==> src/rtl/bilinear_image_scaler_macros.svh <==
// Assertion macros for the bilinear image scaler.
// Included by the RTL files that carry concurrent assertions.
`ifndef BILINEAR_IMAGE_SCALER_MACROS_SVH
`define BILINEAR_IMAGE_SCALER_MACROS_SVH
`ifndef SYNTHESIS
// Same-cycle implication, disabled while reset is asserted.
`define BIS_ASSERT_IMP(lbl, clk, rstn, ante, cons) \
    lbl: assert property (@(posedge clk) disable iff (!rstn) (ante) |-> (cons)) \
        else $error("bis assertion failed");
// Next-cycle implication, disabled while reset is asserted.
`define BIS_ASSERT_NXT(lbl, clk, rstn, ante, cons) \
    lbl: assert property (@(posedge clk) disable iff (!rstn) (ante) |=> (cons)) \
        else $error("bis assertion failed");
`else
`define BIS_ASSERT_IMP(lbl, clk, rstn, ante, cons)
`define BIS_ASSERT_NXT(lbl, clk, rstn, ante, cons)
`endif
`endif

==> src/rtl/bis_pkg.sv <==
// Package for the bilinear image scaler: widths, caps, codes and shared types.
// No dependencies; every other RTL file imports it.
`default_nettype none
package bis_pkg;
    localparam int MAX_WIDTH_DEF = 1024;
    localparam int LANES_DEF     = 4;
    localparam int CH_W          = 8;
    localparam int HEIGHT_CAP    = 1024;
    localparam int OUT_CAP       = 4096;
    localparam int RESULT_CAP    = 64;
    localparam int RES_CNT_W     = 7;
    localparam int CNT_W         = 14;
    localparam int ROW_W         = 10;
    localparam int NUM_W         = 26;
    localparam int DEN_W         = 12;
    localparam int AX_W          = 15;
    localparam int CRD_W         = 13;
    localparam int OUTC_W        = 12;
    localparam int WT_W          = 12;
    localparam int LDEN_W        = 24;
    localparam int LANE_DEPTH    = 11;
    localparam int CFG_IDX_W     = 3;
    localparam int CFG_DATA_W    = 13;
    localparam int IN_W_W        = 11;
    localparam int IN_H_W        = 11;
    localparam int OUT_W_W       = 13;
    localparam int CHN_W         = 3;

    typedef enum logic [CFG_IDX_W-1:0] {
        CFG_IN_WIDTH   = 3'd0,
        CFG_IN_HEIGHT  = 3'd1,
        CFG_OUT_WIDTH  = 3'd2,
        CFG_OUT_HEIGHT = 3'd3,
        CFG_CHANNELS   = 3'd4
    } t_cfg_reg;

    typedef enum logic [2:0] {
        S_IDLE,
        S_DIV,
        S_WAIT,
        S_GEN,
        S_FIN
    } t_state;

    typedef struct packed {
        logic             done;
        logic [NUM_W-1:0] quo;
        logic [DEN_W-1:0] rem;
    } t_div_res;
endpackage
`default_nettype wire

==> src/rtl/bis_lane.sv <==
// One channel lane: weighted corner sum and pipelined rounding divide.
// Depends on bis_pkg for widths; the channel width also sets the divide depth.
`default_nettype none
module bis_lane (
    input  wire                       i_clk,
    input  wire                       i_en,
    input  wire [bis_pkg::WT_W-1:0]   i_ax,
    input  wire [bis_pkg::WT_W-1:0]   i_bx,
    input  wire [bis_pkg::WT_W-1:0]   i_ay,
    input  wire [bis_pkg::WT_W-1:0]   i_by,
    input  wire [bis_pkg::CH_W-1:0]   i_a,
    input  wire [bis_pkg::CH_W-1:0]   i_b,
    input  wire [bis_pkg::CH_W-1:0]   i_c,
    input  wire [bis_pkg::CH_W-1:0]   i_d,
    input  wire [bis_pkg::LDEN_W-1:0] i_den,
    output logic [bis_pkg::CH_W-1:0]  o_value
);
    import bis_pkg::*;
    localparam int P_W  = WT_W + CH_W + 1;
    localparam int M_W  = WT_W + P_W;
    localparam int R_W  = M_W + 2;
    localparam int DV_W = R_W + CH_W;

    logic [P_W-1:0]  r_p1, r_p2;
    logic [WT_W-1:0] r_ay, r_by;
    logic [M_W-1:0]  r_m1, r_m2;
    logic [R_W-1:0]  r_r2;
    logic [R_W-1:0]  r_rem [CH_W];
    logic [CH_W-1:0] r_q   [CH_W];

    // Stages 1 to 3: products of the corner weights, then their doubled sum plus the denominator.
    always_ff @(posedge i_clk) begin
        if (i_en) begin
            r_p1 <= P_W'(i_ax * i_d) + P_W'(i_bx * i_c);
            r_p2 <= P_W'(i_ax * i_b) + P_W'(i_bx * i_a);
            r_ay <= i_ay;
            r_by <= i_by;
            r_m1 <= M_W'(r_ay * r_p1);
            r_m2 <= M_W'(r_by * r_p2);
            r_r2 <= {(M_W+1)'(r_m1) + (M_W+1)'(r_m2), 1'b0} + R_W'(i_den);
        end
    end

    // Stages 4 to 11: one quotient bit each, most significant first.
    for (genvar j = 0; j < CH_W; j++) begin : g_div
        logic [DV_W-1:0] dv;
        logic [R_W-1:0]  rem_in;
        logic [CH_W-1:0] q_in;
        logic            ge;
        always_comb begin
            dv = DV_W'({i_den, 1'b0}) << (CH_W - 1 - j);
            if (j == 0) begin
                rem_in = r_r2;
                q_in   = '0;
            end else begin
                rem_in = r_rem[(j == 0) ? 0 : j - 1];
                q_in   = r_q[(j == 0) ? 0 : j - 1];
            end
            ge = DV_W'(rem_in) >= dv;
        end
        always_ff @(posedge i_clk) begin
            if (i_en) begin
                r_rem[j] <= ge ? R_W'(DV_W'(rem_in) - dv) : rem_in;
                r_q[j]   <= q_in | (CH_W'(ge) << (CH_W - 1 - j));
            end
        end
    end

    assign o_value = r_q[CH_W-1];
endmodule
`default_nettype wire

==> config.mk <==
export PLATFORM = sky130hd
export DESIGN_NAME = bis_lane
export DESIGN_NICKNAME = d
export VERILOG_FILES = /design/src/rtl/bilinear_image_scaler_macros.svh /design/src/rtl/bis_pkg.sv /design/src/rtl/bis_lane.sv
export SDC_FILE = /design/constraint.sdc
export NUM_CORES = 2
export LEC_CHECK = 0
export BUFFER_PORTS_ARGS = -buffer_cell sky130_fd_sc_hd__clkbuf_2
export CAP_MARGIN = 0
export CORE_ASPECT_RATIO = 1.25
export CORE_MARGIN = 2
export CORE_UTILIZATION = 30
export CTS_CLUSTER_SIZE = 16
export DETAILED_ROUTE_END_ITERATION = 8
export GPL_ROUTABILITY_DRIVEN = 0
export HOLD_SLACK_MARGIN = 0.12
export SETUP_SLACK_MARGIN = 0.15
export SLEW_MARGIN = 40
export SYNTH_ARGS = -nofsm -noshare
export SYNTH_HDL_FRONTEND = slang
export SYNTH_SLANG_ARGS = --single-unit
==> constraint.sdc <==
create_clock -name i_clk -period 7.2 [get_ports i_clk]
set_input_delay 0.36 -clock i_clk [delete_from_list [all_inputs] [get_ports i_clk]]
set_output_delay 0.36 -clock i_clk [all_outputs]
set_load 0.01 [all_outputs]
* After elaboration in Yosys (flattened, before gate mapping)
Memories as Yosys holds them, arrays and structs flattened.
Index checks and enable logic that the tools add are counted.
** Cells by class
- Add/subtract/negate cells :: 12
- Order comparisons :: 8
- Multiplexer cells :: 10
- Bitwise logic cells :: 7
- Multipliers :: 6
** Operators with widths (number)
- 35-bit two-way mux :: 8
- 12-bit by 8-bit multiplier with 20-bit output :: 4
- 12-bit by 21-bit multiplier with 33-bit output :: 2
- 20-bit by 20-bit adder with 21-bit output :: 2
- 35-bit by 24-bit adder with 35-bit output :: 1
- 35-bit by 25-bit >= comparator with 1-bit output :: 1
- 35-bit by 26-bit >= comparator with 1-bit output :: 1
- 35-bit by 27-bit >= comparator with 1-bit output :: 1
- 35-bit by 28-bit >= comparator with 1-bit output :: 1
- 35-bit by 29-bit >= comparator with 1-bit output :: 1
- 35-bit by 30-bit >= comparator with 1-bit output :: 1
- 35-bit by 31-bit >= comparator with 1-bit output :: 1
- 35-bit by 32-bit >= comparator with 1-bit output :: 1
- 35-bit by 25-bit subtractor with 35-bit output :: 1
- 35-bit by 26-bit subtractor with 35-bit output :: 1
- 35-bit by 27-bit subtractor with 35-bit output :: 1
- 35-bit by 28-bit subtractor with 35-bit output :: 1
- 35-bit by 29-bit subtractor with 35-bit output :: 1
- 35-bit by 30-bit subtractor with 35-bit output :: 1
- 35-bit by 31-bit subtractor with 35-bit output :: 1
- 35-bit by 32-bit subtractor with 35-bit output :: 1
- 33-bit by 33-bit adder with 34-bit output :: 1
- 8-bit by 1-bit OR with 8-bit output :: 1
- 8-bit by 2-bit OR with 8-bit output :: 1
- 6 further kinds :: 7
** Word-level totals
- Output and inout bits :: 8
- Memories kept :: 2
- Logic and storage cells :: 52
- Input port bits :: 106
- Memory bits (writable) :: 344
- Register bits :: 167
** Memory list
- r_rem :: words 8, width 35, rd ports 7, clocked after Yosys merged registers in 0, write ports 8, line bis_lane.sv:28 : logic [R_W-1:0] r_rem [CH_W];
- r_q :: words 8, width 8, rd ports 8, clocked after Yosys merged registers in 0, write ports 8, line bis_lane.sv:29 : logic [CH_W-1:0] r_q [CH_W];

* Logic depth before layout (Yosys ltp)
An unclocked memory read counts as a cell.
- Word-level depth :: 3
- Gate-level depth with buffers :: 24
- Mapped depth without buffers :: 23

* Worst setup path before layout
No wires, ideal clock.
- Kind :: in2reg
- Start point :: in i_ax[5] (netlist bit)
- End point :: reg r_p2[18], data pin
- Data required time :: 6942 ps
- Stages on the path :: 20
- Setup time :: 258 ps
- Path slack :: 1221 ps
- Arrival time :: 5722 ps
- Buffers on the path :: 1
- Path through :: clkbuf_1 > nand2_1 > fa_1 > fa_1 > fa_1 > inv_1 > fa_1 > fa_1 > fa_1 > ha_1 > inv_1 > o21bai_1 > a21oi_1 > o21ai_0 > a41oi_1 > a2111oi_0 > o21a_1 > o21ai_0 > nor2b_1 > xnor2_1
** On the way
- Cells in the longest elaborated chain, start to end :: 2
** Ends and longest elaborated chain
- start, declared :: line bis_lane.sv:7 : input wire [bis_pkg::WT_W-1:0] i_ax,
- 12-bit by 8-bit multiplier with 20-bit output :: line bis_lane.sv:35 : r_p2 <= P_W'(i_ax * i_b) + P_W'(i_bx * i_a);
- 20-bit by 20-bit adder with 21-bit output :: line bis_lane.sv:35
- end signal, assigned :: line bis_lane.sv:35
- end, declared :: line bis_lane.sv:24 : logic [P_W-1:0] r_p1, r_p2;
Every way passes these cells.
A chain may end at the register's enable or synchronous reset.

* Final worst setup path
- Start point :: reg r_ay[6]
- End point :: reg r_m1[32], data pin
** On the way
- Cells in the longest elaborated chain, start to end :: 1
** Ends and longest elaborated chain
- start, declared :: line bis_lane.sv:25 : logic [WT_W-1:0] r_ay, r_by;
- start signal, assigned :: line bis_lane.sv:36 : r_ay <= i_ay;
- 12-bit by 21-bit multiplier with 33-bit output :: line bis_lane.sv:38 : r_m1 <= M_W'(r_ay * r_p1);
- end signal, assigned :: line bis_lane.sv:38
- end, declared :: line bis_lane.sv:26 : logic [M_W-1:0] r_m1, r_m2;
Every way passes these cells.

==> metrics.md <==
| Metric | Value |
|---|---|
| YS warnings | 0 |
| Worst min path class | primary input to register |
| DR WL/cell | 16.43 um |
| Chip width | 389.0 um |
| Full die area | 0.1887 mm2 |
| Root Buffer | clkbuf_16 |
| Setup ws final | 609.1 ps |
| RSZ-0062 raised after global routing | false |
| Tcrit/Tclk final | 0.9154 |
| Clock Latency Late Sink | 670 ps |
| Final net count | 7139 |
| Synth async-reset ratio | 0 |
| Mapped Avg Cell Area | 9.607 um2 |
| First-pass GRT wire length | 220.2 mm |
| Reg2Reg Setup Slack | 610 ps |
| Clk pin slew, worst setup/hold paths | 60 ps |
| Startpoint types | register |
| Min-delay src | i_den[0] |
| Number of CTS-inserted buffers | 54 |
| Dpl ws | 589.1 ps |
| Die extent in y | 485.2 um |
| Sequential share of the synthesized area | 0.2421 |
| Final HPWL DP | 109.8 mm |
| Final min period | 6591 ps |
| Core Rows | 176 |
| Worst Path Arrival | 6980 ps |
| Synthesized Nets | 7114 |
| Clk_skew | 21.45 ps |
| Post-route ant nets | 0 |
| Max_slew headroom | 0.3786 |
| Reg2reg end | r_m1[32] |
| # DRC | 0 |
| Area growth syn-to-layout | 9.329% |
| Initial core utilization | 0.3019 |
| Status | finished, final reports clean |
| Post-synth EDFFs | 448 |
| Post-Synthesis Cells | 5785 |
| Synth Flop Type | edfxtp_1 |
| CP Max Fanout | 21 |
| # H-tree levels | 2 |
| Core area | 0.1841 mm2 |
| GR Util All Layers | 0.1447 |
| Max-cap violations | 0 |
| Final Hold Viols | 0 |
| Share of cells above drive strength 1 | 0.05109 |
| TritonRoute pass-1 iters | 8 |
| Ports | 114 |
| CTS sink count | 448 |
| Setup Buffers After CTS | 0 |
| DR iter-0 viols | 2199 |
| I/O Buffers | 113 |
| Critical path capture point type | register |
| Worst slew pin tran | 923.6 ps |
| Yosys cell types | 89 |
| Vias in the first global route | 42454 |
| Maximum clock insertion buffer count | 3 |
| Largest net degree at the start of global routing | 89 |
| Fmax | 0.1517 GHz |
| Fin util | 0.3301 |
| Initial antenna violation count | 10 |
| Hold Crit Endpoint | g_div[0].rem_in[0] |
| R2R depth | 20 |
| Seq cells post-synth | 448 |
| Setup_tns | 0 ps |
| Cell Area, Synth | 0.05558 mm2 |
| Smallest hold slack | 163.2 ps |
| Crit Path Class | register to register |
| Hold path depth | 1 |
| CTS tree | yes |
| WP data required | 7590 ps |
| Total Routed Length | 135.6 mm |
| Grt ovf | 0 |
| Vias per std cell | 4.839 |
| Final setup vio count | 0 |
| Via Count | 39950 |
| Final Max Slew Viols | 0 |
| R2R Path Start | r_ay[6] |
## how the worst max path moves through the flow
stage,end,start,cells after the start,slack (ps)
global route,r_m1[32],r_ay[6],20,250
global placement,r_m1[32],r_ay[3],18,630
finish,r_m1[32],r_ay[6],20,610
CTS,r_m1[32],r_ay[3],18,530
detailed placement,r_m1[32],r_ay[3],18,590
floorplan,r_p2[18],i_ax[5],20,1220
## synth_stat cells (20+ instances only)
master    number  area share
mux2_2        22      0.0045
o21bai_1      35      0.0047
xor2_1       114       0.018
a211oi_1      30      0.0041
clkbuf_1     176       0.012
nand2b_1      42      0.0047
nor3_1        82      0.0074
a21oi_1      263       0.024
and2_1       393       0.044
xnor2_1      192       0.030
nand2_1      752       0.051
nand4_1       27      0.0030
a21o_1       140       0.019
o21a_1        40      0.0054
o31ai_1       30      0.0041
fa_1         695        0.25
nor4_1        26      0.0029
inv_1        912       0.062
nor2b_1       45      0.0051
nand3_1       53      0.0048
ha_1         528        0.12
nor2_1       217       0.015
a31oi_1       20      0.0023
or3_1         28      0.0032
o21ai_0      203       0.018
edfxtp_1     448        0.24
## critical path: stages, from the launching register on
cell,delay [ps]
edfxtp_1,900
nand2_1,190
fa_1,580
inv_1,60
fa_1,570
fa_1,440
fa_1,490
inv_1,50
fa_1,480
inv_1,40
ha_1,390
nand3_1,130
nor4_1,340
o211ai_1,240
and4_1,210
nor3_1,380
a41oi_1,220
a21oi_1,180
a21o_1,170
a31oi_1,110
xnor2_1,170
## cells by family after synthesis
logic type,synth area share
xor+xnor,0.04822
fa+ha+maj,0.3692
simple gates,0.1518
buf+inv,0.07571
mux,0.006259
flops,0.2421
compound gates,0.1068
## registers in the layout (all words and copies together), names as in the netlist, 21 cells and up
| register | count |
|---|---|
| r_rem | 245 |
| r_q | 36 |
| g_div.rem_in | 35 |
| r_m1 | 33 |
| r_m2 | 33 |
| r_p1 | 21 |
| r_p2 | 21 |
## layout make-up
cell class / count / area, um2
Clock buffer: 59 / 1391
Fill cell: 18819 / 123300
Clock inverter: 39 / 415.4
Tap cell: 2403 / 3007
Timing Repair Buffer: 166 / 1111
Inverter: 913 / 3427
Antenna cell: 1 / 2.502
Sequential cell: 448 / 13450
Multi-Input combinational cell: 4227 / 37960
## per-layer routing
metal | global-route usage | share of wire
met2 | 0.2740 | 0.53
met1 | 0.1636 | 0.40
met3 | 0.01878 | 0.040
met5 | 0 | 0.00071
met4 | 0.05421 | 0.039
## repair_timing
| item | CTS | global route |
|---|---|---|
| hold endpoints to repair | 66 | 0 |
| gates resized for setup | 0 | 0 |
| hold buffers | 25 | 0 |
## stage by stage
step | instances | instance area [um2]
detailed placement | 8128 | 58660
global route | 8255 | 60760
finish | 8256 | 60760
CTS | 8251 | 60710
global placement | 8125 | 58570
floorplan | 5785 | 55580
## layout by cell type (no fill, tap or decap), drive strengths merged, types with 18 or more instances in the layout
cell	instances
ha	528
fa	695
nand3	53
a21o	140
o31ai	30
nand4	27
clkinv	27
nor2b	46
buf	29
or3	28
o211ai	18
mux2	22
and3	20
nor2	218
a21oi	263
edfxtp	448
a211oi	34
clkbuf	171
nand2	753
xnor2	192
a31oi	22
o21bai	36
nor4	26
nor3	82
nand2b	42
xor2	114
dlygate4sd3	25
o21a	40
o21ai	216
and2	393
inv	914
Power is left out: the tool's default activity adds up to more than one toggle a clock period on the data nets, which glitch-free logic cannot reach.
