### config.mk
export PLATFORM = sky130hd
export DESIGN_NAME = bis_cdiv
export DESIGN_NICKNAME = d
export VERILOG_FILES = /design/src/rtl/bilinear_image_scaler_macros.svh /design/src/rtl/bis_pkg.sv /design/src/rtl/bis_cdiv.sv
export SDC_FILE = /design/constraint.sdc
export NUM_CORES = 1
export LEC_CHECK = 0
export BUFFER_PORTS_ARGS = -buffer_cell sky130_fd_sc_hd__buf_2
export CELL_PAD_IN_SITES_DETAIL_PLACEMENT = 2
export CELL_PAD_IN_SITES_GLOBAL_PLACEMENT = 2
export CORE_MARGIN = 5
export CORE_UTILIZATION = 33
export CTS_CLUSTER_SIZE = 28
export DETAILED_ROUTE_END_ITERATION = 8
export PLACE_DENSITY_LB_ADDON = 0.08
export RECOVER_POWER = 25
export SLEW_MARGIN = 25
export SYNTH_ARGS = -nofsm -noshare
export SYNTH_HDL_FRONTEND = slang
export SYNTH_SLANG_ARGS = --single-unit
### constraint.sdc
create_clock -name i_clk -period 2.9 [get_ports i_clk]
set_clock_uncertainty 0.05 [all_clocks]
set_input_delay 0.29 -clock i_clk [delete_from_list [all_inputs] [get_ports i_clk]]
set_output_delay 0.29 -clock i_clk [all_outputs]
set_load 0.02 [all_outputs]
### src/rtl/bilinear_image_scaler_macros.svh
// Assertion macros for the bilinear image scaler.
// Included by the RTL files that carry concurrent assertions.
`ifndef BILINEAR_IMAGE_SCALER_MACROS_SVH
`define BILINEAR_IMAGE_SCALER_MACROS_SVH
`ifndef SYNTHESIS
// Same-cycle implication, disabled while reset is asserted.
`define BIS_ASSERT_IMP(lbl, clk, rstn, ante, cons) \
    lbl: assert property (@(posedge clk) disable iff (!rstn) (ante) |-> (cons)) \
        else $error("bis assertion failed");
// Next-cycle implication, disabled while reset is asserted.
`define BIS_ASSERT_NXT(lbl, clk, rstn, ante, cons) \
    lbl: assert property (@(posedge clk) disable iff (!rstn) (ante) |=> (cons)) \
        else $error("bis assertion failed");
`else
`define BIS_ASSERT_IMP(lbl, clk, rstn, ante, cons)
`define BIS_ASSERT_NXT(lbl, clk, rstn, ante, cons)
`endif
`endif

### src/rtl/bis_pkg.sv
// Package for the bilinear image scaler: widths, caps, codes and shared types.
// No dependencies; every other RTL file imports it.
`default_nettype none
package bis_pkg;
    localparam int MAX_WIDTH_DEF = 1024;
    localparam int LANES_DEF     = 4;
    localparam int CH_W          = 8;
    localparam int HEIGHT_CAP    = 1024;
    localparam int OUT_CAP       = 4096;
    localparam int RESULT_CAP    = 64;
    localparam int RES_CNT_W     = 7;
    localparam int CNT_W         = 14;
    localparam int ROW_W         = 10;
    localparam int NUM_W         = 26;
    localparam int DEN_W         = 12;
    localparam int AX_W          = 15;
    localparam int CRD_W         = 13;
    localparam int OUTC_W        = 12;
    localparam int WT_W          = 12;
    localparam int LDEN_W        = 24;
    localparam int LANE_DEPTH    = 11;
    localparam int CFG_IDX_W     = 3;
    localparam int CFG_DATA_W    = 13;
    localparam int IN_W_W        = 11;
    localparam int IN_H_W        = 11;
    localparam int OUT_W_W       = 13;
    localparam int CHN_W         = 3;

    typedef enum logic [CFG_IDX_W-1:0] {
        CFG_IN_WIDTH   = 3'd0,
        CFG_IN_HEIGHT  = 3'd1,
        CFG_OUT_WIDTH  = 3'd2,
        CFG_OUT_HEIGHT = 3'd3,
        CFG_CHANNELS   = 3'd4
    } t_cfg_reg;

    typedef enum logic [2:0] {
        S_IDLE,
        S_DIV,
        S_WAIT,
        S_GEN,
        S_FIN
    } t_state;

    typedef struct packed {
        logic             done;
        logic [NUM_W-1:0] quo;
        logic [DEN_W-1:0] rem;
    } t_div_res;
endpackage
`default_nettype wire

### src/rtl/bis_cdiv.sv
// Iterative restoring divider, one quotient bit per cycle.
// Depends on bis_pkg for widths and the result struct.
`default_nettype none
module bis_cdiv (
    input  wire                     i_clk,
    input  wire                     i_rst_n,
    input  wire                     i_start,
    input  wire [bis_pkg::NUM_W-1:0] i_num,
    input  wire [bis_pkg::DEN_W-1:0] i_den,
    output bis_pkg::t_div_res       o_res
);
    import bis_pkg::*;
    localparam int CW = $clog2(NUM_W + 1);

    logic [CW-1:0]    r_cnt;
    logic             r_busy;
    logic             r_done;
    logic [NUM_W-1:0] r_q;
    logic [DEN_W-1:0] r_r;
    logic [DEN_W-1:0] r_d;
    logic [DEN_W:0]   trial;
    logic [DEN_W:0]   diff;
    logic             ge;

    always_comb begin
        trial = {r_r, r_q[NUM_W-1]};
        ge    = trial >= {1'b0, r_d};
        diff  = trial - {1'b0, r_d};
    end

    always_ff @(posedge i_clk) begin
        if (!i_rst_n) begin
            r_busy <= 1'b0;
            r_done <= 1'b0;
            r_cnt  <= '0;
        end else if (i_start) begin
            r_busy <= 1'b1;
            r_done <= 1'b0;
            r_cnt  <= CW'(NUM_W);
        end else if (r_busy) begin
            r_cnt <= r_cnt - CW'(1);
            if (r_cnt == CW'(1)) begin
                r_busy <= 1'b0;
                r_done <= 1'b1;
            end
        end
    end

    always_ff @(posedge i_clk) begin
        if (i_start) begin
            r_q <= i_num;
            r_r <= '0;
            r_d <= i_den;
        end else if (r_busy) begin
            r_r <= ge ? diff[DEN_W-1:0] : trial[DEN_W-1:0];
            r_q <= {r_q[NUM_W-2:0], ge};
        end
    end

    assign o_res.done = r_done;
    assign o_res.quo  = r_q;
    assign o_res.rem  = r_r;
endmodule
`default_nettype wire

Word-level counts from Yosys, hierarchy flattened --
Cells that the tools add are included.
Cells by class: reductions and logical operators 3, bitwise gates (word level) 1, $add $sub $neg 2, eq/ne operators 1, order comparisons 1, multiplexer cells 8
Operator list (count):
- 26-bit two-way mux | 2
- 13-bit by 12-bit >= comparator with 1-bit output | 1
- 12-bit two-way mux | 1
- 12-bit subtractor | 1
- 5-bit two-way mux | 2
- 5-bit by 1-bit == test with 1-bit output, second input constant | 1
- 5-bit by 1-bit subtractor with 5-bit output, second input constant | 1
- 1-bit two-way mux | 3
- 2-bit AND reduction | 1
- 2-bit nonzero test | 1
- 2-bit OR reduction | 1
- 1-bit inverter | 1
Word-level totals: bits of input ports 41, output and inout port bits 39, bits in registers 57, word-level logic and storage cells 23

Longest topological paths before layout --
Gate-level depths: netlist of the first run.
depth after elaboration 4, depth in mapped cells 9, depth with buffers taken out 9

Least setup slack after synthesis of the first run --
OpenSTA, ideal clock, no wires.
path kind reg2reg, start point register r_q[25], end point register r_r[10], setup time 0.088 ns, arrival 2.241 ns, required time 2.762 ns, period minus slack after synthesis 2.379 ns, cell stages (with the launch flop) 10, slack 0.521 ns, path buffers 0, cell sequence edfxtp_1 -> inv_1 -> ha_1 -> fa_1 -> nor2b_1 -> o21bai_1 -> a21o_1 -> a2111oi_2 -> o31ai_1 -> a311oi_2
Between the ends: longest elaborated chain between the ends 2, elaborated cells between the ends (all ways) 3, classes of those cells add/sub (1); order compare (1); mux (1)
Ends and longest elaborated chain:
- from (decl) | line bis_cdiv.sv:18 | logic [NUM_W-1:0] r_q;
- from (signal assigned) | line bis_cdiv.sv:51 | r_q <= i_num;
- from (signal assigned) | line bis_cdiv.sv:56 | r_q <= {r_q[NUM_W-2:0], ge};
- 12-bit subtractor or 13-bit by 12-bit >= comparator with 1-bit output (tied branches) | line bis_cdiv.sv:28, bis_cdiv.sv:27
- 12-bit two-way mux * | line bis_cdiv.sv:55 | r_r <= ge ? diff[DEN_W-1:0] : trial[DEN_W-1:0];
- to (signal assigned) | line bis_cdiv.sv:55
- to (decl) | line bis_cdiv.sv:19 | logic [DEN_W-1:0] r_r;
Mark *: on every way between the ends. The rest lies on a longest branch, timed or not. A chain may end at the register's enable or synchronous reset.

Final worst setup path of the first run --
Same ends and word-level chain as after synthesis.

==> results of run 1 <==
state kept, by name (all words and copies together), names as in the netlist:
name	flops
r_q	26
r_d	12
r_r	12
r_cnt	5
r_busy	1
r_done	1
stage by stage:
| stage | total power (W) | utilization [%] |
|---|---|---|
| 6_report | 0.00233 | 41.9 |
| 5_1_grt | 0.00248 | 41.9 |
| 4_1_cts | 0.00237 | 42.1 |
| 3_5_place_dp | 0.00160 | 39.8 |
| 3_3_place_gp | 0.00158 | 39.8 |
| 2_1_floorplan | 0.00141 | - |
worst min path at each step:
stage | startpoint | endpoint | slack [ns] | cells after the start
floorplan | i_den[0] | r_d[0]$_DFFE_PP_ | 0.34 | 0
global placement | r_done$_SDFFE_PP0P_ | r_done$_SDFFE_PP0P_ | 0.40 | 2
detailed placement | r_done$_SDFFE_PP0P_ | r_done$_SDFFE_PP0P_ | 0.41 | 2
CTS | i_den[10] | r_d[10]$_DFFE_PP_ | 0.05 | 1
global route | i_den[2] | r_d[2]$_DFFE_PP_ | 0.04 | 1
finish | i_den[10] | r_d[10]$_DFFE_PP_ | 0.07 | 1
cells by family after synthesis:
kind of cell,count (synthesis),synth area share [%]
AOI/OAI and AO/OA,54,15.1
DFF,57,50.7
xor gates and xnor gates,8,2.34
muxes,27,10.1
adders and majority gates,15,6.51
buffers and inverters,29,4.01
and+or+nand+nor,70,11.2
power by group through the flow:
stage               combinational, W  clock, W  sequential [W]
global route                0.000623  0.000836         0.00102
CTS                         0.000573  0.000793         0.00101
global placement            0.000561         0         0.00102
finish                      0.000560  0.000763         0.00101
detailed placement          0.000570         0         0.00102
floorplan                   0.000322         0         0.00109
area by class of cell:
cell class	count	area, um2	area share, %
sequential	57	1520	41.2
timing repair buffer	82	402	10.9
clock inverter	7	76.3	2.07
tap	108	135	3.66
inverter	20	75.1	2.03
multi-input combinational	174	1360	36.8
clock buffer	9	124	3.36
metal layers:
metal	up-vias	global-route usage, %	share of wire (%)
li1	1136	-	-
met1	1159	17.7	42
met2	60	25.8	50
met3	9	6.72	6.9
met4	2	3.66	1.1
met5	-	0	0.25
placed cells by master (no fill, tap or decap), types with 2 or more instances in the layout:
cell	count
a21o_1	2
clkinv_1	2
nor2b_1	6
a311oi_1	8
a211oi_1	4
nor2_1	20
mux2_2	26
nand3_1	6
inv_6	3
nand2_1	21
inv_1	19
o21ai_0	5
or3_1	2
a21oi_2	2
o21a_1	2
xnor2_1	5
ha_1	14
a21boi_0	6
edfxtp_1	38
buf_2	71
nor3_1	4
clkbuf_8	9
clkbuf_1	9
xor2_1	3
dfxtp_1	19
o41ai_1	3
a21oi_1	8
==> impl_metrics.ini, run 1 <==
[logic_synthesis]
yosysMostFrequentCell = edfxtp_1
ys_warn_count = 0
syn_area_um2 = 3000
synth.net_count = 316
post_synth_num_cell_types = 53
ys_ff_latch = 57
synth_common_cells = 38 x edfxtp_1, 26 x mux2_2, 21 x nand2_1
synth_area_per_cell_um2 = 11.5
yosys.area.top_type = edfxtp_1
synth-main-ff-cell = edfxtp_1
netlist_top_cells_area = edfxtp_1 38%, dfxtp_1 13%, mux2_2 9.8%
synth-seq-area-share_pct = 50.7
synth-edff-count = 38
yosysTopAreaCellShare_pct = 38.0
syn_inst = 260
synthArstFlopShare_pct = 0

[sta]
maxSlewHeadroom_pct = 15.7
fin_crit_sh_pct = 87.6
whs_ns = 0.0718
max_freq_mhz = 394
period_needed_ns = 2.54
setup_viol = 0
finalHoldViolCount = 0
fin_ws_ns = 0.359
finalSetupTns_ns = 0
slew_viol_final = 0
tightest_slew_ns = 1.26
rsz0062_at_grt = no

[hold_path]
min_path_type = input pin to register

[floorplan]
rows = 34
fp.dieH_um = 105
io_pins = 80
start_util_pct = 34.1
design.core.area_um2 = 8810
chipWidth_um = 105
die_area_um2 = 11100

[global_routing]
overflow = 0
grt_max_degree = 50
grt_pass1_vias = 2587
grt.total_usage_pct = 15.2
grt_first_pass_wirelength_um = 13400
antenna_found_initial = 1

[cts]
cts-buffers-inserted = 9
clockBufferDepth = 2
clk_pin_slew_ns = 0.08
cts_hold_buf = 0
clkSinkCount = 57
cts_htree_levels = 3
cts_resized = 0
cts_root_buffer = clkbuf_8
cts_tree = built
cts_setup_buffers = 0
worstSkewPairLatency_ns = 0.34

[critical_path]
worstPathMaxFanout = 3
critical_path_required_ns = 3.08
worst_setup_path_end_kind = register
worstReg2RegStart = r_q[25]$_DFFE_PP_
rr_endpoint = r_r[10]$_SDFFE_PP0P_
rrSetupSlack_ns = 0.36
critPathBufInv = 1
r2r_cells = 9
cpPeakStageDelay_ns = 0.44
cp.depth = 9
startpoint = r_q[25]$_DFFE_PP_
worstSetupEndpoint = r_r[10]$_SDFFE_PP0P_
timing.critical_path.max_delay_family = compound AO/OA/AOI/OAI gates
crit_slowest_cell = fa_1
crit_path_start_kind = register
worst_ep_arrival_time_ns = 2.72
worstSetupPathType = register to register
path_cells = inv_1 > ha_1 > fa_1 > nor2b_1 > o21bai_1 > a21o_1 > a2111oi_2 > o31ai_1 > a311oi_2

[placement]
dp_cells = 441
dp.final_hpwl_um = 6000
port_buffers = 79
dpl_cell_area_um2 = 3510
pre_cts_ws_ns = 0.424
gp_congestion = 0.711

[final_layout]
drive_gt1_share_pct = 36.4
final_net_count = 400
area_delta_synth_final_pct = 23.1
fin_cells = 457
fillers = 950
n_antenna_cell = 0
fin_area_um2 = 3690

[route]
drtPass1Iterations = 4
ant_nets = 0
vias_per_cell = 5.18
post_drt_wl_per_cell_um = 17.7
drc = 0
vias = 2366
routed_wl_um = 8100
drt_iter0_drc = 51

[power]
p_clk_share_pct = 32.8
power.leakage_nw = 1.53
peakVddDrop_v = 0.000267
intPower_w = 0.00158
p_switching_w = 0.000750
swShare_pct = 32.2
power_density_nw_per_um2 = 631
p_seq_share_pct = 43.2
p_comb_share_pct = 24.0

[run_status]
outcome = finished clean

[flow_run]
cap_violations = 0
No activity file was read; power rests on OpenSTA's default activity.
==> run 2: changes to the inputs <==
--- a/config.mk
+++ b/config.mk
@@ -12,6 +12,7 @@
 export CORE_UTILIZATION = 33
 export CTS_CLUSTER_SIZE = 28
 export DETAILED_ROUTE_END_ITERATION = 8
+export GPL_TIMING_DRIVEN = 0
 export PLACE_DENSITY_LB_ADDON = 0.08
 export RECOVER_POWER = 25
 export SLEW_MARGIN = 25
==> run 2 against run 1 <==
Effect of this change:
- wire length rose by 4.2%
- largest cell class unchanged
- utilization rose by 0.45 points
- first-iteration DRC count shrank 24%
- total power up 2.9%
- critical path type unchanged
==> impl_metrics.ini, run 2 (synthesis gave the netlist of run 1 again) <==
[critical_path]
worstPathMaxFanout = 3
r2r_cells = 9
path_cells = inv_1 > ha_1 > fa_1 > nor2b_1 > o21bai_1 > a21o_1 > a2111oi_2 > o31ai_1 > a311oi_2
rrSetupSlack_ns = 0.37
rr_endpoint = r_r[10]$_SDFFE_PP0P_
worstSetupPathType = register to register
critical_path_required_ns = 3.10
crit_slowest_cell = fa_1
cpPeakStageDelay_ns = 0.43
crit_path_start_kind = register
worst_setup_path_end_kind = register
worstReg2RegStart = r_q[25]$_DFFE_PP_
worstSetupEndpoint = r_r[10]$_SDFFE_PP0P_
startpoint = r_q[25]$_DFFE_PP_
worst_ep_arrival_time_ns = 2.73

[hold_path]
worst_hold_path.num_cells = 1
min_path_type = input pin to register
hold_start = i_den[3]

[sta]
finalSetupTns_ns = 0
period_needed_ns = 2.53
whs_ns = 0.0834
finalHoldViolCount = 0
tightest_slew_ns = 0.933
fin_crit_sh_pct = 87.2
rsz0062_at_grt = no
slew_viol_final = 0
max_freq_mhz = 396
setup_viol = 0
maxSlewHeadroom_pct = 37.8

[floorplan]
rows = 34
fp.dieH_um = 105
chipWidth_um = 105
die_area_um2 = 11100
design.core.area_um2 = 8810
io_pins = 80
start_util_pct = 34.1

[global_routing]
grt_first_pass_wirelength_um = 13900
antenna_found_initial = 1
overflow = 0
grt_pass1_vias = 2730
busiest_layer = met2
grtUsageMet2_pct = 26.9
use_met3_pct = 5.13
use_met1_pct = 18.6
grt.total_usage_pct = 15.8
grt_max_degree = 27

[flow_run]
cap_violations = 0

[final_layout]
ff_latch_area_um2 = 1520
final_common_cell = buf_2
multi_input_area_um2 = 1360
n_antenna_cell = 0
layout_common_cells = 70 x buf_2, 38 x edfxtp_1, 26 x mux2_2, 20 x nand2_1, 20 x nor2_1
final_net_count = 406
fillers = 968
largest_reg_flops = 26
area_delta_synth_final_pct = 24.4
drive_gt1_share_pct = 35.5
largestRegisters = r_q (26), r_d (12), r_r (12)
top_register = r_q

[cts]
cts_setup_buffers = 0
cts_htree_levels = 3
cts_resized = 0
worstSkewPairLatency_ns = 0.33
clk_pin_slew_ns = 0.07
clockBufferDepth = 2
clkSinkCount = 57
cts-buffers-inserted = 9
cts_hold_buf = 0
cts_root_buffer = clkbuf_8
cts_tree = built

[route]
vias = 2406
drtPass1Iterations = 4
drt_iter0_drc = 39
routed_wl_um = 8440
post_drt_wl_per_cell_um = 18.2
drc = 0
ant_nets = 0
vias_per_cell = 5.20

[power]
p_switching_w = 0.000737
p_comb_share_pct = 23.7
intPower_w = 0.00166
power.leakage_nw = 1.54
p_seq_share_pct = 42.0
power_density_nw_per_um2 = 642
p_clk_share_pct = 34.3
peakVddDrop_v = 0.000286
swShare_pct = 30.8

[run_status]
outcome = finished clean

[placement]
port_buffers = 79
gp_congestion = 0.725
dp.final_hpwl_um = 6200
==> run 2: changes by cell type in the layout (fill, tap and decap cells not counted), sizes merged <==
| cell | before | now |
|---|---|---|
| inv | 22 | 19 |
| bufinv | 1 | 2 |
| clkinv | 3 | 5 |
| clkinvlp | 1 | 0 |
| clkbuf | 19 | 26 |
==> run 2: power by group through the flow <==
stage	Clock (W)	Combinational [W]	Sequential [W]
2_1_floorplan	0	0.000322	0.00109
3_3_place_gp	0	0.000563	0.00102
3_5_place_dp	0	0.000580	0.00102
4_1_cts	0.000856	0.000585	0.00101
5_1_grt	0.000891	0.000629	0.00102
6_report	0.000822	0.000567	0.00101
==> run 2: cell type report <==
| class | count | share of cell area (%) |
|---|---|---|
| Tap cell | 108 | 3.62 |
| Timing Repair Buffer | 79 | 10.3 |
| Inverter | 20 | 2.01 |
| Sequential cell | 57 | 40.8 |
| Clock inverter | 6 | 2.21 |
| Clock buffer | 10 | 3.42 |
| Buffer | 9 | 1.21 |
| Multi-Input combinational cell | 174 | 36.5 |
==> run 2: critical path: cells and delay by family (launching register included) <==
kind,cells,cell delay (ns)
fa+ha+maj,2,0.67
simple gates,1,0.19
flops,1,0.39
compound gates,5,1.08
buf+inv,1,0.06
==> run 2: worst min path at each step <==
| stage | endpoint | slack [ns] |
|---|---|---|
| after floorplan | r_d[0]$_DFFE_PP_ | 0.34 |
| after global placement | r_done$_SDFFE_PP0P_ | 0.41 |
| after detailed placement | r_d[5]$_DFFE_PP_ | 0.42 |
| after CTS | r_d[5]$_DFFE_PP_ | 0.06 |
| after global routing | r_d[0]$_DFFE_PP_ | 0.06 |
| final | r_d[3]$_DFFE_PP_ | 0.08 |
==> run 2: per-stage QoR <==
stage | area (um2) | total power [W] | util [%] | instances | worst slack (ns)
6_report | 3730 | 0.00240 | 42.4 | 463 | 0.372
5_1_grt | 3730 | 0.00254 | 42.4 | 463 | 0.188
4_1_cts | 3740 | 0.00245 | 42.5 | 463 | 0.351
3_5_place_dp | 3530 | 0.00160 | 40.1 | 447 | 0.390
3_3_place_gp | 3530 | 0.00159 | 40.1 | 447 | 0.418
2_1_floorplan | 3000 | 0.00141 | - | 260 | 0.521
==> run 2: layer usage <==
metal | wire [um] | up-vias
li1 | - | 1142
met1 | 3680 | 1190
met2 | 4150 | 62
met3 | 481 | 10
met4 | 120 | 2
met5 | 7 | -
==> run 3: changes to the inputs <==
--- a/config.mk
+++ b/config.mk
@@ -13,7 +13,7 @@
 export CTS_CLUSTER_SIZE = 28
 export DETAILED_ROUTE_END_ITERATION = 8
 export GPL_TIMING_DRIVEN = 0
-export PLACE_DENSITY_LB_ADDON = 0.08
+export PLACE_DENSITY_LB_ADDON = 0.1
 export RECOVER_POWER = 25
 export SLEW_MARGIN = 25
 export SYNTH_ARGS = -nofsm -noshare
==> run 3 against run 2 <==
Effect of this change:
- utilization unchanged
- highest routed layer is now met4
- final cell count unchanged
- fmax decreased by 0.79%
- count of clock-buffer cells in the layout unchanged
- non-clock buffer count unchanged
- largest power group unchanged
- critical endpoint unchanged
- sequential power about the same
- via count increased by 1.2%
- first-iteration DRC count increased by 2.6%
==> impl_metrics.ini, run 3 (synthesis gave the netlist of run 1 again) <==
[run_status]
outcome = finished clean

[hold_path]
min_path_type = input pin to register
worstHoldEndpoint = r_d[6]$_DFFE_PP_
hold_start = i_den[6]
worst_hold_path.num_cells = 1

[floorplan]
io_pins = 80
rows = 34
fp.dieH_um = 105
start_util_pct = 34.1
design.core.area_um2 = 8810
chipWidth_um = 105
die_area_um2 = 11100

[sta]
rsz0062_at_grt = no
fin_crit_sh_pct = 87.9
finalHoldViolCount = 0
setup_viol = 0
finalSetupTns_ns = 0
maxSlewHeadroom_pct = 34.8
slew_viol_final = 0
period_needed_ns = 2.55
whs_ns = 0.0787
max_freq_mhz = 392
tightest_slew_ns = 0.978

[final_layout]
fillers = 989
largestRegisters = r_q (26), r_d (12), r_r (12)
final_net_count = 406
n_antenna_cell = 0
largest_reg_flops = 26
layout_common_cells = 70 x buf_2, 38 x edfxtp_1, 26 x mux2_2, 20 x nand2_1, 20 x nor2_1
final_common_cell = buf_2
fin_util_pct = 42.4
top_register = r_q
multi_input_area_um2 = 1360
ff_latch_area_um2 = 1520
area_delta_synth_final_pct = 24.4
drive_gt1_share_pct = 35.5
fin_cells = 463

[critical_path]
worst_setup_path_end_kind = register
path_cells = inv_1 > ha_1 > fa_1 > nor2b_1 > o21bai_1 > a21o_1 > a2111oi_2 > o31ai_1 > a311oi_2
worst_ep_arrival_time_ns = 2.75
rr_endpoint = r_r[10]$_SDFFE_PP0P_
worstPathMaxFanout = 3
crit_slowest_cell = fa_1
crit_path_start_kind = register
rrSetupSlack_ns = 0.35
critical_path_required_ns = 3.10
cpPeakStageDelay_ns = 0.44
worstSetupPathType = register to register
worstReg2RegStart = r_q[25]$_DFFE_PP_
r2r_cells = 9

[power]
peakVddDrop_v = 0.000230
power.leakage_nw = 1.54
power_density_nw_per_um2 = 643

[placement]
dp.final_hpwl_um = 6320
gp_congestion = 0.743
dp_cells = 447
port_buffers = 79

[cts]
cts_resized = 0
clkSinkCount = 57
clk_pin_slew_ns = 0.07
cts_htree_levels = 3
worstSkewPairLatency_ns = 0.33
clockBufferDepth = 2
cts_setup_buffers = 0
cts-buffers-inserted = 9
cts_tree = built
cts_root_buffer = clkbuf_8
cts_hold_buf = 0

[route]
post_drt_wl_per_cell_um = 18.7
drtPass1Iterations = 4
drc = 0
drt_iter0_drc = 40
vias_per_cell = 5.26
ant_nets = 0
routed_wl_um = 8650
vias = 2435

[flow_run]
cap_violations = 0

[global_routing]
overflow = 0
antenna_found_initial = 0
grt_first_pass_wirelength_um = 14400
grt_max_degree = 27
grt_pass1_vias = 2788
grt.total_usage_pct = 16.5
-- run 3: metal layers --
metal | track usage, % | wire length [um] | up-vias
li1 | - | - | 1147
met1 | 18.1 | 3470 | 1222
met2 | 29.6 | 4540 | 58
met3 | 5.75 | 543 | 8
met4 | 5.34 | 93 | 0
met5 | 0 | 0 | -
-- run 3: metrics by stage --
step	worst slack [ns]	power (W)	cell area, um2
floorplan	0.521	0.00141	3000
global placement	0.416	0.00159	3530
detailed placement	0.394	0.00161	3530
CTS	0.321	0.00245	3740
global route	0.154	0.00254	3730
finish	0.352	0.00240	3730
-- run 3: report_power, final --
part           internal (W)  total, W  leakage [nW]  switching, W
combinational      0.000222  0.000575         0.901      0.000353
sequential         0.000957   0.00101         0.536     0.0000499
clock              0.000480  0.000816         0.108      0.000336
total               0.00166   0.00240          1.54      0.000739
-- run 3: worst max path at each step --
stage / startpoint / endpoint / slack, ns / depth (start not counted)
after global placement: r_q[25]$_DFFE_PP_ / r_r[10]$_SDFFE_PP0P_ / 0.42 / 9
after global routing: r_q[25]$_DFFE_PP_ / r_r[10]$_SDFFE_PP0P_ / 0.15 / 9
final: r_q[25]$_DFFE_PP_ / r_r[10]$_SDFFE_PP0P_ / 0.35 / 9
after floorplan: r_q[25]$_DFFE_PP_ / r_r[10]$_SDFFE_PP0P_ / 0.52 / 9
after CTS: r_q[25]$_DFFE_PP_ / r_r[10]$_SDFFE_PP0P_ / 0.32 / 9
after detailed placement: r_q[25]$_DFFE_PP_ / r_r[10]$_SDFFE_PP0P_ / 0.39 / 9
-- run 3: area by class of cell --
class | count | area share [%]
inverter | 20 | 2.01
multi-input combinational | 174 | 36.5
tap | 108 | 3.62
clock buffer | 10 | 3.42
clock inverter | 6 | 2.21
buffer | 9 | 1.21
timing repair buffer | 79 | 10.3
sequential | 57 | 40.8
-- run 3: worst max-delay path: cells and delay by family (launching register included) --
kind,cells,cell delay [ns]
compound gates,5,1.09
fa+ha+maj,2,0.68
buf+inv,1,0.07
flops,1,0.38
simple gates,1,0.19
